==> src/rtl/core/trscc_pkg.sv <==
// ----------------------------------------------------------------------------
// trscc_pkg
// Shared types and constants for the two-register stack processor core:
// memory geometry, opcode and halt-cause codes, controller states, and the
// command and status bundles between the controller and the datapath.
// ----------------------------------------------------------------------------
package trscc_pkg;

    // Memory geometry. The depth is a power of two, so address wrap is a
    // plain truncation of the two's complement sum.
    localparam int unsigned MEM_WORDS = 16384;
    localparam int unsigned ADDR_W    = $clog2(MEM_WORDS);
    localparam int unsigned WORD_W    = 32;

    // Item kinds carried on the input tuser bit.
    localparam logic ITEM_WRITE = 1'b0;
    localparam logic ITEM_STEP  = 1'b1;

    // Opcodes, as the low byte of an instruction word.
    localparam logic [7:0] OPC_LDC    = 8'd0;
    localparam logic [7:0] OPC_ADC    = 8'd1;
    localparam logic [7:0] OPC_LDL    = 8'd2;
    localparam logic [7:0] OPC_STL    = 8'd3;
    localparam logic [7:0] OPC_LDNL   = 8'd4;
    localparam logic [7:0] OPC_STNL   = 8'd5;
    localparam logic [7:0] OPC_ADD    = 8'd6;
    localparam logic [7:0] OPC_SUB    = 8'd7;
    localparam logic [7:0] OPC_SHL    = 8'd8;
    localparam logic [7:0] OPC_SHR    = 8'd9;
    localparam logic [7:0] OPC_ADJ    = 8'd10;
    localparam logic [7:0] OPC_A2SP   = 8'd11;
    localparam logic [7:0] OPC_SP2A   = 8'd12;
    localparam logic [7:0] OPC_CALL   = 8'd13;
    localparam logic [7:0] OPC_RETURN = 8'd14;
    localparam logic [7:0] OPC_BRZ    = 8'd15;
    localparam logic [7:0] OPC_BRLZ   = 8'd16;
    localparam logic [7:0] OPC_BR     = 8'd17;
    localparam logic [7:0] OPC_HALT   = 8'd18;
    localparam logic [7:0] OPC_DATA   = 8'hFF;
    localparam logic [7:0] OPC_SET    = 8'hFE;
    localparam logic [7:0] OPC_NONE   = 8'h00;

    // Halt causes.
    localparam logic [2:0] CAUSE_NONE     = 3'd0;
    localparam logic [2:0] CAUSE_HALTOP   = 3'd1;
    localparam logic [2:0] CAUSE_SELFRET  = 3'd2;
    localparam logic [2:0] CAUSE_UNKNOWN  = 3'd3;
    localparam logic [2:0] CAUSE_SPOVER   = 3'd4;
    localparam logic [2:0] CAUSE_SELFLOOP = 3'd5;

    // Bit positions of the result fields in the output tdata.
    localparam int unsigned OUT_PC_LSB    = 0;
    localparam int unsigned OUT_SP_LSB    = 32;
    localparam int unsigned OUT_A_LSB     = 64;
    localparam int unsigned OUT_B_LSB     = 96;
    localparam int unsigned OUT_OPC_LSB   = 128;
    localparam int unsigned OUT_HALT_BIT  = 136;
    localparam int unsigned OUT_CAUSE_LSB = 137;
    localparam int unsigned OUT_TDATA_W   = 144;
    localparam int unsigned IN_TDATA_W    = 48;

    // Controller states.
    typedef enum logic [2:0] {
        ST_CLEAR,
        ST_IDLE,
        ST_DECODE,
        ST_EXEC,
        ST_REPORT
    } t_state;

    // Memory address source.
    typedef enum logic [1:0] {
        MS_CLEAR,
        MS_INPUT,
        MS_PC,
        MS_DATA
    } t_mem_sel;

    // Controller to datapath commands.
    typedef struct packed {
        t_mem_sel mem_sel;
        logic     mem_we;
        logic     mem_re;
        logic     clr_step;
        logic     latch_instr;
        logic     commit;
        logic     load_out;
        logic     report;
    } t_dp_cmd;

    // Datapath to controller status.
    typedef struct packed {
        logic stopped;
        logic is_store;
        logic clear_last;
    } t_dp_status;

endpackage

==> src/rtl/core/trscc_ctrl.sv <==
// ----------------------------------------------------------------------------
// trscc_ctrl
// Controller: sequences the memory clearing pass, write items and the
// fetch, decode and execute cycles of a step, and owns both handshakes.
// ----------------------------------------------------------------------------
module trscc_ctrl (
    input  logic                    i_clk,
    input  logic                    i_rst_n,
    input  logic                    i_in_valid,
    input  logic                    i_in_kind,
    output logic                    o_in_ready,
    output logic                    o_out_valid,
    input  logic                    i_out_ready,
    output trscc_pkg::t_dp_cmd      o_cmd,
    input  trscc_pkg::t_dp_status   i_status
);

    import trscc_pkg::*;

    t_state r_state, n_state;
    logic   r_out_valid, n_out_valid;
    logic   w_out_free;

    assign w_out_free = !r_out_valid || i_out_ready;

    // State and result-valid registers.
    always_ff @(posedge i_clk) begin
        if (!i_rst_n) begin
            r_state     <= ST_CLEAR;
            r_out_valid <= 1'b0;
        end else begin
            r_state     <= n_state;
            r_out_valid <= n_out_valid;
        end
    end

    // Next state and datapath commands.
    always_comb begin
        n_state     = r_state;
        o_in_ready  = 1'b0;
        o_cmd       = '0;
        o_cmd.mem_sel = MS_CLEAR;
        case (r_state)
            ST_CLEAR: begin
                o_cmd.mem_we   = 1'b1;
                o_cmd.clr_step = 1'b1;
                if (i_status.clear_last) begin
                    n_state = ST_IDLE;
                end
            end
            ST_IDLE: begin
                o_in_ready = 1'b1;
                if (i_in_valid) begin
                    if (i_in_kind == ITEM_WRITE) begin
                        o_cmd.mem_sel = MS_INPUT;
                        o_cmd.mem_we  = 1'b1;
                        n_state       = ST_REPORT;
                    end else if (i_status.stopped) begin
                        n_state = ST_REPORT;
                    end else begin
                        // Instruction fetch starts in the transfer cycle.
                        o_cmd.mem_sel = MS_PC;
                        o_cmd.mem_re  = 1'b1;
                        n_state       = ST_DECODE;
                    end
                end
            end
            ST_DECODE: begin
                o_cmd.mem_sel     = MS_DATA;
                o_cmd.latch_instr = 1'b1;
                if (i_status.is_store) begin
                    o_cmd.mem_we = 1'b1;
                end else begin
                    o_cmd.mem_re = 1'b1;
                end
                n_state = ST_EXEC;
            end
            ST_EXEC: begin
                if (w_out_free) begin
                    o_cmd.commit   = 1'b1;
                    o_cmd.load_out = 1'b1;
                    n_state        = ST_IDLE;
                end
            end
            ST_REPORT: begin
                if (w_out_free) begin
                    o_cmd.load_out = 1'b1;
                    o_cmd.report   = 1'b1;
                    n_state        = ST_IDLE;
                end
            end
            default: begin
                n_state = ST_IDLE;
            end
        endcase
    end

    // Result valid: set on load, cleared when the receiver takes it.
    always_comb begin
        if (o_cmd.load_out) begin
            n_out_valid = 1'b1;
        end else if (i_out_ready) begin
            n_out_valid = 1'b0;
        end else begin
            n_out_valid = r_out_valid;
        end
    end

    assign o_out_valid = r_out_valid;

endmodule

==> config.mk <==
export PLATFORM = sky130hd
export DESIGN_NAME = trscc_ctrl
export DESIGN_NICKNAME = d
export VERILOG_FILES = /design/src/rtl/core/trscc_pkg.sv /design/src/rtl/core/trscc_ctrl.sv
export SDC_FILE = /design/constraint.sdc
export NUM_CORES = 1
export LEC_CHECK = 0
export ABC_AREA = 1
export ABC_CLOCK_PERIOD_IN_PS = 2700
export BUFFER_PORTS_ARGS = -buffer_cell sky130_fd_sc_hd__buf_2
export CAP_MARGIN = 30
export CELL_PAD_IN_SITES_DETAIL_PLACEMENT = 1
export CELL_PAD_IN_SITES_GLOBAL_PLACEMENT = 2
export CORE_AREA = 3 3 46 48
export DETAILED_ROUTE_END_ITERATION = 8
export DIE_AREA = 0 0 49 51
export HOLD_SLACK_MARGIN = 0.03
export PLACE_DENSITY_LB_ADDON = 0.1
export SLEW_MARGIN = 20
export SYNTH_ARGS = -nofsm -noshare
export SYNTH_HDL_FRONTEND = slang
export SYNTH_SLANG_ARGS = --single-unit
==> constraint.sdc <==
create_clock -name i_clk -period 2.7 [get_ports i_clk]
set_input_delay 0.54 -clock i_clk [delete_from_list [all_inputs] [get_ports i_clk]]
set_output_delay 0.54 -clock i_clk [all_outputs]
set_load 0.01 [all_outputs]
# Yosys cells after proc, flatten, opt, wreduce, memory -nomap -nowiden
# Index checks and enable logic that the tools add are counted.
dict set report word_totals {
  ff_bits 4
  in_bits 8
}
dict set report op_classes {
  n_eq_ne 7
  n_reduce_logical 6
  mux 26
}
# operator count
set op_table {}
lappend op_table {{$mux 3} 5}
lappend op_table {{$mux 1} 12}
lappend op_table {{$pmux 3 s4} 1}
lappend op_table {{$eq 3x2->1 const B} 2}
lappend op_table {{$mux 2} 3}
lappend op_table {{$mux 4} 1}
lappend op_table {{$ne 2x2->1 const B} 2}
lappend op_table {{$pmux 1 s2} 2}
lappend op_table {{$pmux 2 s2} 1}
lappend op_table {{$eq 3x1->1 const B} 1}
lappend op_table {{$eq 3x3->1 const B} 1}
lappend op_table {{$logic_not 3->1} 1}
lappend op_table {{$pmux 1 s3} 1}
lappend op_table {{$reduce_and 3->1} 1}
lappend op_table {{$ne 2x1->1 const B} 1}
lappend op_table {{$reduce_bool 2->1} 1}
lappend op_table {{$reduce_or 2->1} 1}
lappend op_table {{$logic_not 1->1} 1}
lappend op_table {{$logic_or 1x1->1} 1}

# Logic depth before layout (Yosys ltp)
# Gate-level depths: netlist of run 1.
dict set report depth {
  ltp_word 5
  mapped_depth 8
}

# Worst setup path before layout of run 1
# No wires, ideal clock.
dict set report synth_timing {
  path_type {reg2out}
  start {reg r_state[1]}
  end {out o_cmd[5] (netlist name)}
  t_arrival_ns 1.021
  stages_incl_launch_ff 5
  path_slack_ns 1.139
  path_cell_list {dfxtp_1 inv_1 nor3_2 inv_1 o21ai_1}
}
# item line
set synth_rtl {}
lappend synth_rtl {{from (decl)} trscc_ctrl.sv:20} ;# t_state r_state, n_state;
lappend synth_rtl {{from (signal assigned)} trscc_ctrl.sv:32} ;# r_state <= n_state;
lappend synth_rtl {{to (decl)} trscc_ctrl.sv:14} ;# output trscc_pkg::t_dp_cmd o_cmd,

==> flow_metrics.tcl, run 1 <==
set metrics [dict create \
    maxCapViolCount 0 \
    start_kind "register" \
    hold_start "r_state[1]" \
    port_buffers 18 \
    p_leak_nw 0.2839 \
    hold_violations 0 \
    slew_violations 0 \
    r2r_start "r_state[2]" \
    synth_top_cell_by_area "dfxtp_1" \
    yosysWarnings 0 \
    ios 19 \
    grt_usage_pct 8.385 \
    avgSynthCellArea_um2 5.876 \
    fin_worst_skew_ps 2.613 \
    cts_made_buffers 3 \
    end_kind "output port" \
    core_area_um2 1745 \
    multi_input_area_um2 200.2 \
    dp_hpwl_um 805.6 \
    drt-met1-wl_um 436 \
    wirelength_um 900 \
    p_total_mw 0.4419 \
    met3_length_um 31 \
    htree_levels 1 \
    die_y_um 51 \
    critPathMaxFanout 5 \
    wl_per_cell_um 8.911 \
    min_path_cells 2 \
    fin_setup_tns_ps 0 \
    netlist_instances 56 \
    ff2ff_setup_slack_ps 1550 \
    ys_seq_elements 4 \
    reg2reg_depth 8 \
    yosysMostFrequentCell "nand2_1" \
    rsz0062_at_grt "no" \
    worstReg2RegEnd "r_state[2]" \
    grt_overflow 0 \
    pwr_density_cell_nw_per_um2 949.4 \
    required_ps 2160 \
    drt_iter0_markers 2 \
    grt_pass1_wl_um 1580 \
    cts.sinks 4 \
    vias 390 \
    synth_cell_types 18 \
    peakVddDrop_v 0.0002801 \
    seq_area_frac_synth_pct 24.33 \
    diodes 0 \
    synth_top_area_share_pct 24.33 \
    antenna_found_initial 0 \
    synthTopCellsByCount "nand2_1, nor2_1, inv_1" \
    post_cts_buffers 0 \
    status "completed" \
    path_class "register to output port" \
    clk_latency_ps 230 \
    gp_congestion 0.7334 \
    drc 0 \
    ys.flop_type "dfxtp_1" \
    holdBufCountCts 0 \
    register_area_um2 80.08 \
    grt_pass1_vias 388 \
    ys_async_sr_fraction_pct 0 \
    finalCriticalPeriod_ps 1911 \
    max_freq_mhz 523.3 \
    cts_resized 0 \
    fillers 245 \
    syn_area_um2 329.1 \
    drt-pass1-iter-count 4 \
    stdcell_count 101 \
    min_to "r_state[1]" \
    viasPerCell 3.861 \
    die_w_um 49 \
    synth_fp_nets 64 \
    worst_slew_pin_slew_ps 240.1 \
    fin_crit_sh_pct 70.77 \
    hp-class "register to register" \
    syn_to_final_growth_pct 41.44 \
    ctsLongestPathBuffers 2 \
    root_buffer "clkbuf_4" \
    critPathArrivalTime_ps 1370 \
    slew_headroom_pct 83.91 \
    synth.area.top_cells "dfxtp_1, nand2_1, nor2_1, inv_1, nand3_1" \
    dieArea_um2 2499 \
    detail-route-antenna-nets 0 \
    path_clk_slew_ps 40 \
    post_route_cells_drive_above_1_share_pct 42.11 \
    top_layer_used "met3" \
    start_util_pct 18.85 \
    synth_edf_count 0 \
    grt_max_degree 7 \
    numPlacedInstances 98 \
    nNetsFinal 86 \
    finalSetupViolCount 0 \
    wl_met2_um 433 \
    cts_tree "built" \
    num_rows 15 \
]
## logic make-up after synthesis
kind of cell	after synthesis	synth area share, %
AOI/OAI and AO/OA	4	6.081
buffers and inverters	12	14.83
and+or+nand+nor	36	54.76
DFF	4	24.34
## power by group
| part | switching [mW] | total (mW) | leakage, nW | internal (mW) |
|---|---|---|---|---|
| clock network | 0.0225 | 0.0720 | 0.0138 | 0.0496 |
| logic | 0.161 | 0.267 | 0.237 | 0.106 |
| registers | 0.0237 | 0.103 | 0.0331 | 0.0792 |
## layer usage
layer,global-route usage (%),vias to the layer above
met5,0,-
met4,7.109,0
li1,-,211
met3,2.041,0
met2,13.57,10
met1,9.266,169
## placed cells by master, fill, tap and decap left out, drive strengths merged
cell / Yosys / final
dfxtp: 4 / 4
nand3: 4 / 4
a21oi: 2 / 2
nand4: 1 / 1
nand3b: 1 / 1
inv: 11 / 11
clkbuf: 0 / 3
nor3: 1 / 1
buf: 1 / 18
o21ai: 2 / 2
nand2: 15 / 15
nor2: 13 / 13
or2: 1 / 1
## state kept, by name, summed over array words and instances, names as in the netlist
register     flops
o_out_valid      1
r_state          3
## final cells by class
class,instances,area share (%)
multi-input combinational,40,43.01
timing repair buffer,18,19.35
sequential,4,17.20
inverter,11,8.871
tap,25,6.720
clock buffer,3,4.839
## metrics by stage
step	setup slack, ps	util (%)	hold slack [ps]	area (µm²)
final	789.2	26.67	536.0	465.4
after detailed placement	980.7	25.38	535.0	442.9
after global routing	649.1	26.67	577.8	465.4
after global placement	980.7	25.38	532.2	442.9
after CTS	749.1	26.67	540.8	465.4
after floorplan	1139	-	500.8	329.1
## how the worst max path moves through the flow
stage | from | end | slack (ps) | cells past startpoint
after detailed placement | i_status[2] | o_cmd[5] | 980 | 7
after global placement | i_status[2] | o_cmd[5] | 980 | 7
final | r_state[2] | o_cmd[7] | 790 | 7
after floorplan | r_state[1] | o_cmd[5] | 1140 | 4
after CTS | r_state[2] | o_cmd[7] | 750 | 7
after global routing | r_state[2] | o_cmd[7] | 650 | 7
## worst max-delay path: stages (launching register included)
cell,delay [ps]
dfxtp_1,340
inv_1,130
nand3_1,120
inv_2,90
nand2_1,60
or2_1,220
nand2_1,60
buf_2,120
No activity file was read; power rests on OpenSTA's default activity.
==> inputs of run 2 (changes only) <==
--- a/config.mk
+++ b/config.mk
@@ -6,14 +6,14 @@
 export NUM_CORES = 1
 export LEC_CHECK = 0
 export ABC_AREA = 1
-export ABC_CLOCK_PERIOD_IN_PS = 2700
+export ABC_CLOCK_PERIOD_IN_PS = 1900
 export BUFFER_PORTS_ARGS = -buffer_cell sky130_fd_sc_hd__buf_2
 export CAP_MARGIN = 30
 export CELL_PAD_IN_SITES_DETAIL_PLACEMENT = 1
 export CELL_PAD_IN_SITES_GLOBAL_PLACEMENT = 2
-export CORE_AREA = 3 3 46 48
+export CORE_AREA = 3 3 47 49
 export DETAILED_ROUTE_END_ITERATION = 8
-export DIE_AREA = 0 0 49 51
+export DIE_AREA = 0 0 50 52
 export HOLD_SLACK_MARGIN = 0.03
 export PLACE_DENSITY_LB_ADDON = 0.1
 export SLEW_MARGIN = 20
==> constraint.sdc (replaced) <==
create_clock -name i_clk -period 1.9 [get_ports i_clk]
set_input_delay 0.38 -clock i_clk [delete_from_list [all_inputs] [get_ports i_clk]]
set_output_delay 0.38 -clock i_clk [all_outputs]
set_load 0.01 [all_outputs]
==> flow_metrics.tcl, run 2 (same netlist as run 1, synthesis figures left out) <==
set metrics [dict create \
    port_buffers 18 \
    ff2ff_setup_slack_ps 750 \
    post_route_cells_drive_above_1_share_pct 43.42 \
    htree_levels 1 \
    maxCapViolCount 0 \
    register_area_um2 80.08 \
    slew_violations 0 \
    dpl_cell_area_um2 445.4 \
    fin_crit_sh_pct 91.72 \
    grt_pass1_wl_um 1683 \
    dieArea_um2 2600 \
    seqPwrFrac_pct 23.0 \
    cp-startpoint "r_state[1]" \
    root_buffer "clkbuf_4" \
    required_ps 1520 \
    grt_pass1_vias 398 \
    syn_to_final_growth_pct 42.21 \
    vias 390 \
    start_kind "register" \
    pwr-share-comb_pct 61.1 \
    worstReg2RegEnd "r_state[2]" \
    max_freq_mhz 573.8 \
    setup_ws_ps 157.3 \
    antenna_found_initial 0 \
    p_leak_nw 0.2838 \
    wirelength_um 955 \
    path_class "register to output port" \
    gp_congestion 0.6681 \
    dp_hpwl_um 860.7 \
    grt_usage_pct 8.611 \
    slew_headroom_pct 80.83 \
    worst_slew_pin_slew_ps 286.0 \
    path_clk_slew_ps 30 \
    pwr_density_cell_nw_per_um2 1355 \
    crit_end "o_cmd[7]" \
    place_ws_ps 353.5 \
    post-route-util_pct 24.61 \
    diodes 0 \
    stdcell_count 103 \
    num_rows 16 \
    post_cts_buffers 0 \
    hp-class "input pin to register" \
    grt_max_degree 7 \
    nNetsFinal 86 \
    final_cell_area_um2 467.9 \
    detail-route-antenna-nets 0 \
    end_kind "output port" \
    cts_made_buffers 3 \
    fin_setup_tns_ps 0 \
    finalCriticalPeriod_ps 1743 \
    fin_worst_skew_ps 0.4313 \
    p_total_mw 0.6343 \
    fillers 250 \
    die_w_um 50 \
    status "completed" \
    drt-pass1-iter-count 2 \
    switchingPower_mw 0.3007 \
    critPathArrivalTime_ps 1360 \
    cts_tree "built" \
    critPathMaxFanout 4 \
    clkPwrFrac_pct 16.0 \
    p_int_mw 0.3336 \
    cts.sinks 4 \
    wl_per_cell_um 9.272 \
    numPlacedInstances 100 \
    layout_commonest_cell "buf_2" \
    core_area_um2 1902 \
    regMostFlops "r_state" \
    final_cell_mix "buf_2, nand2_1, nor2_1, inv_1, inv_2" \
    r2r_start "r_state[0]" \
    largest_register_ffs 3 \
    die_y_um 52 \
    ios 19 \
    multi_input_area_um2 200.2 \
    peakVddDrop_v 0.0005037 \
    finalSetupViolCount 0 \
    clk_latency_ps 230 \
    grt_overflow 0 \
    ctsLongestPathBuffers 2 \
    reg2reg_depth 8 \
    start_util_pct 17.30 \
    drc 0 \
    cts_resized 0 \
    holdBufCountCts 0 \
    rsz0062_at_grt "yes" \
    hold_violations 0 \
    switching_share_pct 47.41 \
    hold_slack_ps 416.0 \
    drt_iter0_markers 1 \
    viasPerCell 3.786 \
]
## run 2: changes by cell type in the layout (fill, tap and decap cells not counted)
cell	before	now
inv_1	7	6
inv_2	4	5
## run 2: layout make-up
cell class	count	share of cell area, %
Clock buffer	3	4.813
Inverter	11	8.824
Multi-Input combinational cell	40	42.78
Sequential cell	4	17.11
Tap cell	27	7.219
Timing Repair Buffer	18	19.25
## run 2: worst max-delay path, cell delays in order, from the launching register on
cell and delay, ps:
dfxtp_1 340, inv_1 110, nand3_1 130, inv_2 90, nand2_1 70, or2_1 230
nand2_1 60, buf_2 120
## run 2: worst min path at each step
stage / start / slack, ps / cells past startpoint / endpoint
finish: i_rst_n / 420 / 3 / r_state[1]
global route: i_rst_n / 420 / 3 / r_state[1]
CTS: i_rst_n / 410 / 3 / r_state[1]
detailed placement: r_state[1] / 540 / 2 / r_state[1]
global placement: r_state[2] / 530 / 2 / r_state[2]
floorplan: i_rst_n / 500 / 2 / r_state[1]
## run 2: metal layers
layer / up-vias / wire length [µm] / GRT usage, %
met2: 12 / 456 / 12.39
met1: 168 / 442 / 11.02
met4: 0 / 0 / 5.530
met3: 0 / 56 / 2.579
li1: 210 / - / -
met5: - / 0 / 0
## run 2: power by group through the flow
| stage | logic, mW | registers (mW) | clock network (mW) |
|---|---|---|---|
| after floorplan | 0.275 | 0.142 | 0 |
| after global placement | 0.399 | 0.146 | 0 |
| after detailed placement | 0.395 | 0.147 | 0 |
| after CTS | 0.397 | 0.146 | 0.109 |
| after global routing | 0.445 | 0.151 | 0.112 |
| final | 0.387 | 0.146 | 0.101 |
==> inputs of run 3 (changes only) <==
--- a/config.mk
+++ b/config.mk
@@ -14,8 +14,10 @@
 export CORE_AREA = 3 3 47 49
 export DETAILED_ROUTE_END_ITERATION = 8
 export DIE_AREA = 0 0 50 52
+export GPL_ROUTABILITY_DRIVEN = 1
 export HOLD_SLACK_MARGIN = 0.03
 export PLACE_DENSITY_LB_ADDON = 0.1
+export RECOVER_POWER = 50
 export SLEW_MARGIN = 20
 export SYNTH_ARGS = -nofsm -noshare
 export SYNTH_HDL_FRONTEND = slang
==> flow_metrics.tcl, run 3 (same netlist as run 1, synthesis figures left out) <==
set metrics [dict create \
    status "completed" \
    vias 390 \
    diodes 0 \
    start_kind "register" \
    drt_iter0_markers 1 \
    num_rows 16 \
    end_kind "output port" \
    fin_crit_sh_pct 91.85 \
    cpMaxStageDelayCell "dfxtp_1" \
    regMostFlops "r_state" \
    ctsLongestPathBuffers 2 \
    syn_to_final_growth_pct 39.54 \
    grt_overflow 0 \
    critPathMaxFanout 4 \
    wl_per_cell_um 9.311 \
    numPlacedInstances 100 \
    grt_max_degree 7 \
    final_cell_mix "buf_2, nand2_1, nor2_1, inv_1" \
    ios 19 \
    rsz0062_at_grt "yes" \
    crit_chain "inv_1 -> nand3_1 -> inv_2 -> nand2_1 -> or2_1 -> nand2_1 -> buf_2" \
    p_leak_nw 0.2751 \
    max_freq_mhz 573.0 \
    clk_latency_ps 230 \
    worst_slew_pin_slew_ps 286.0 \
    maxCapViolCount 0 \
    pwr_density_cell_nw_per_um2 1357 \
    cpMostUsedCell "nand2_1" \
    slew_violations 0 \
    largest_register_ffs 3 \
    drt-pass1-iter-count 2 \
    hp-class "input pin to register" \
    grt_pass1_wl_um 1683 \
    wirelength_um 959 \
    cts_resized 0 \
    post_cts_buffers 0 \
    cts_tree "built" \
    slowest_delay_ps 340 \
    slew_headroom_pct 80.83 \
    critPathArrivalTime_ps 1370 \
    dp_hpwl_um 860.7 \
    grt_usage_pct 8.611 \
    finalCriticalPeriod_ps 1745 \
    start_util_pct 17.30 \
    nNetsFinal 86 \
    antenna_found_initial 0 \
    grt_pass1_vias 398 \
    detail-route-antenna-nets 0 \
    stdcell_count 103 \
    holdBufCountCts 0 \
    htree_levels 1 \
    path_clk_slew_ps 30 \
    hold_violations 0 \
    core_area_um2 1902 \
    required_ps 1520 \
    cts.sinks 4 \
    post_route_cells_drive_above_1_share_pct 35.53 \
    port_buffers 18 \
    drc 0 \
    dieArea_um2 2600 \
    die_w_um 50 \
    viasPerCell 3.786 \
    cts_made_buffers 3 \
    path_class "register to output port" \
    gp_congestion 0.6681 \
    finalSetupViolCount 0 \
    fin_worst_skew_ps 0.4313 \
    peakVddDrop_v 0.0005023 \
    layout_commonest_cell "buf_2" \
    root_buffer "clkbuf_4" \
    die_y_um 52 \
    p_total_mw 0.6230 \
]
-- run 3: per-layer routing --
layer | GRT usage (%) | routed length [µm]
met5 | 0 | 0
met4 | 5.530 | 0
met3 | 2.579 | 58
met2 | 12.39 | 454
met1 | 11.02 | 446
-- run 3: path summary, 6_finish.rpt --
kind                                 start          to  slack [ps]  cells after the start
worst min-delay path               i_rst_n  r_state[1]         420                      3
worst max-delay path            r_state[1]    o_cmd[7]         150                      7
worst min register to register  r_state[1]  r_state[1]         540                      2
worst max register to register  r_state[0]  r_state[2]         710                      8
-- run 3: metrics by stage --
| stage | hold WS [ps] | setup TNS (ps) | worst slack [ps] | cell area (µm²) | util (%) |
|---|---|---|---|---|---|
| 3_3_place_gp | 534.8 | 0 | 388.0 | 445.4 | 23.42 |
| 4_1_cts | 408.9 | 0 | 100.6 | 467.9 | 24.61 |
| 5_1_grt | 416.5 | -12.82 | -12.82 | 459.2 | 24.14 |
| 3_5_place_dp | 536.3 | 0 | 353.5 | 445.4 | 23.42 |
| 6_report | 416.0 | 0 | 154.9 | 459.2 | 24.14 |
| 2_1_floorplan | 500.7 | 0 | 498.7 | 329.1 | - |
-- run 3: layout make-up --
type	count	area, µm²
timing repair buffer	18	86.33
tap	27	33.78
fill	253	1443
clock buffer	3	22.52
multi-input combinational	40	195.2
sequential	4	80.08
inverter	11	41.29
-- run 3: critical path, delay by kind of cell (launching register included) --
kind | cells | cell delay (ps)
AND/OR/NAND/NOR | 4 | 490
buffers and inverters | 3 | 320
flip-flops | 1 | 340
-- run 3: where the power goes --
group / internal [mW] / switching (mW) / total (mW)
Clock: 0.0704 / 0.0308 / 0.101
Combinational: 0.142 / 0.234 / 0.376
Sequential: 0.113 / 0.0332 / 0.146
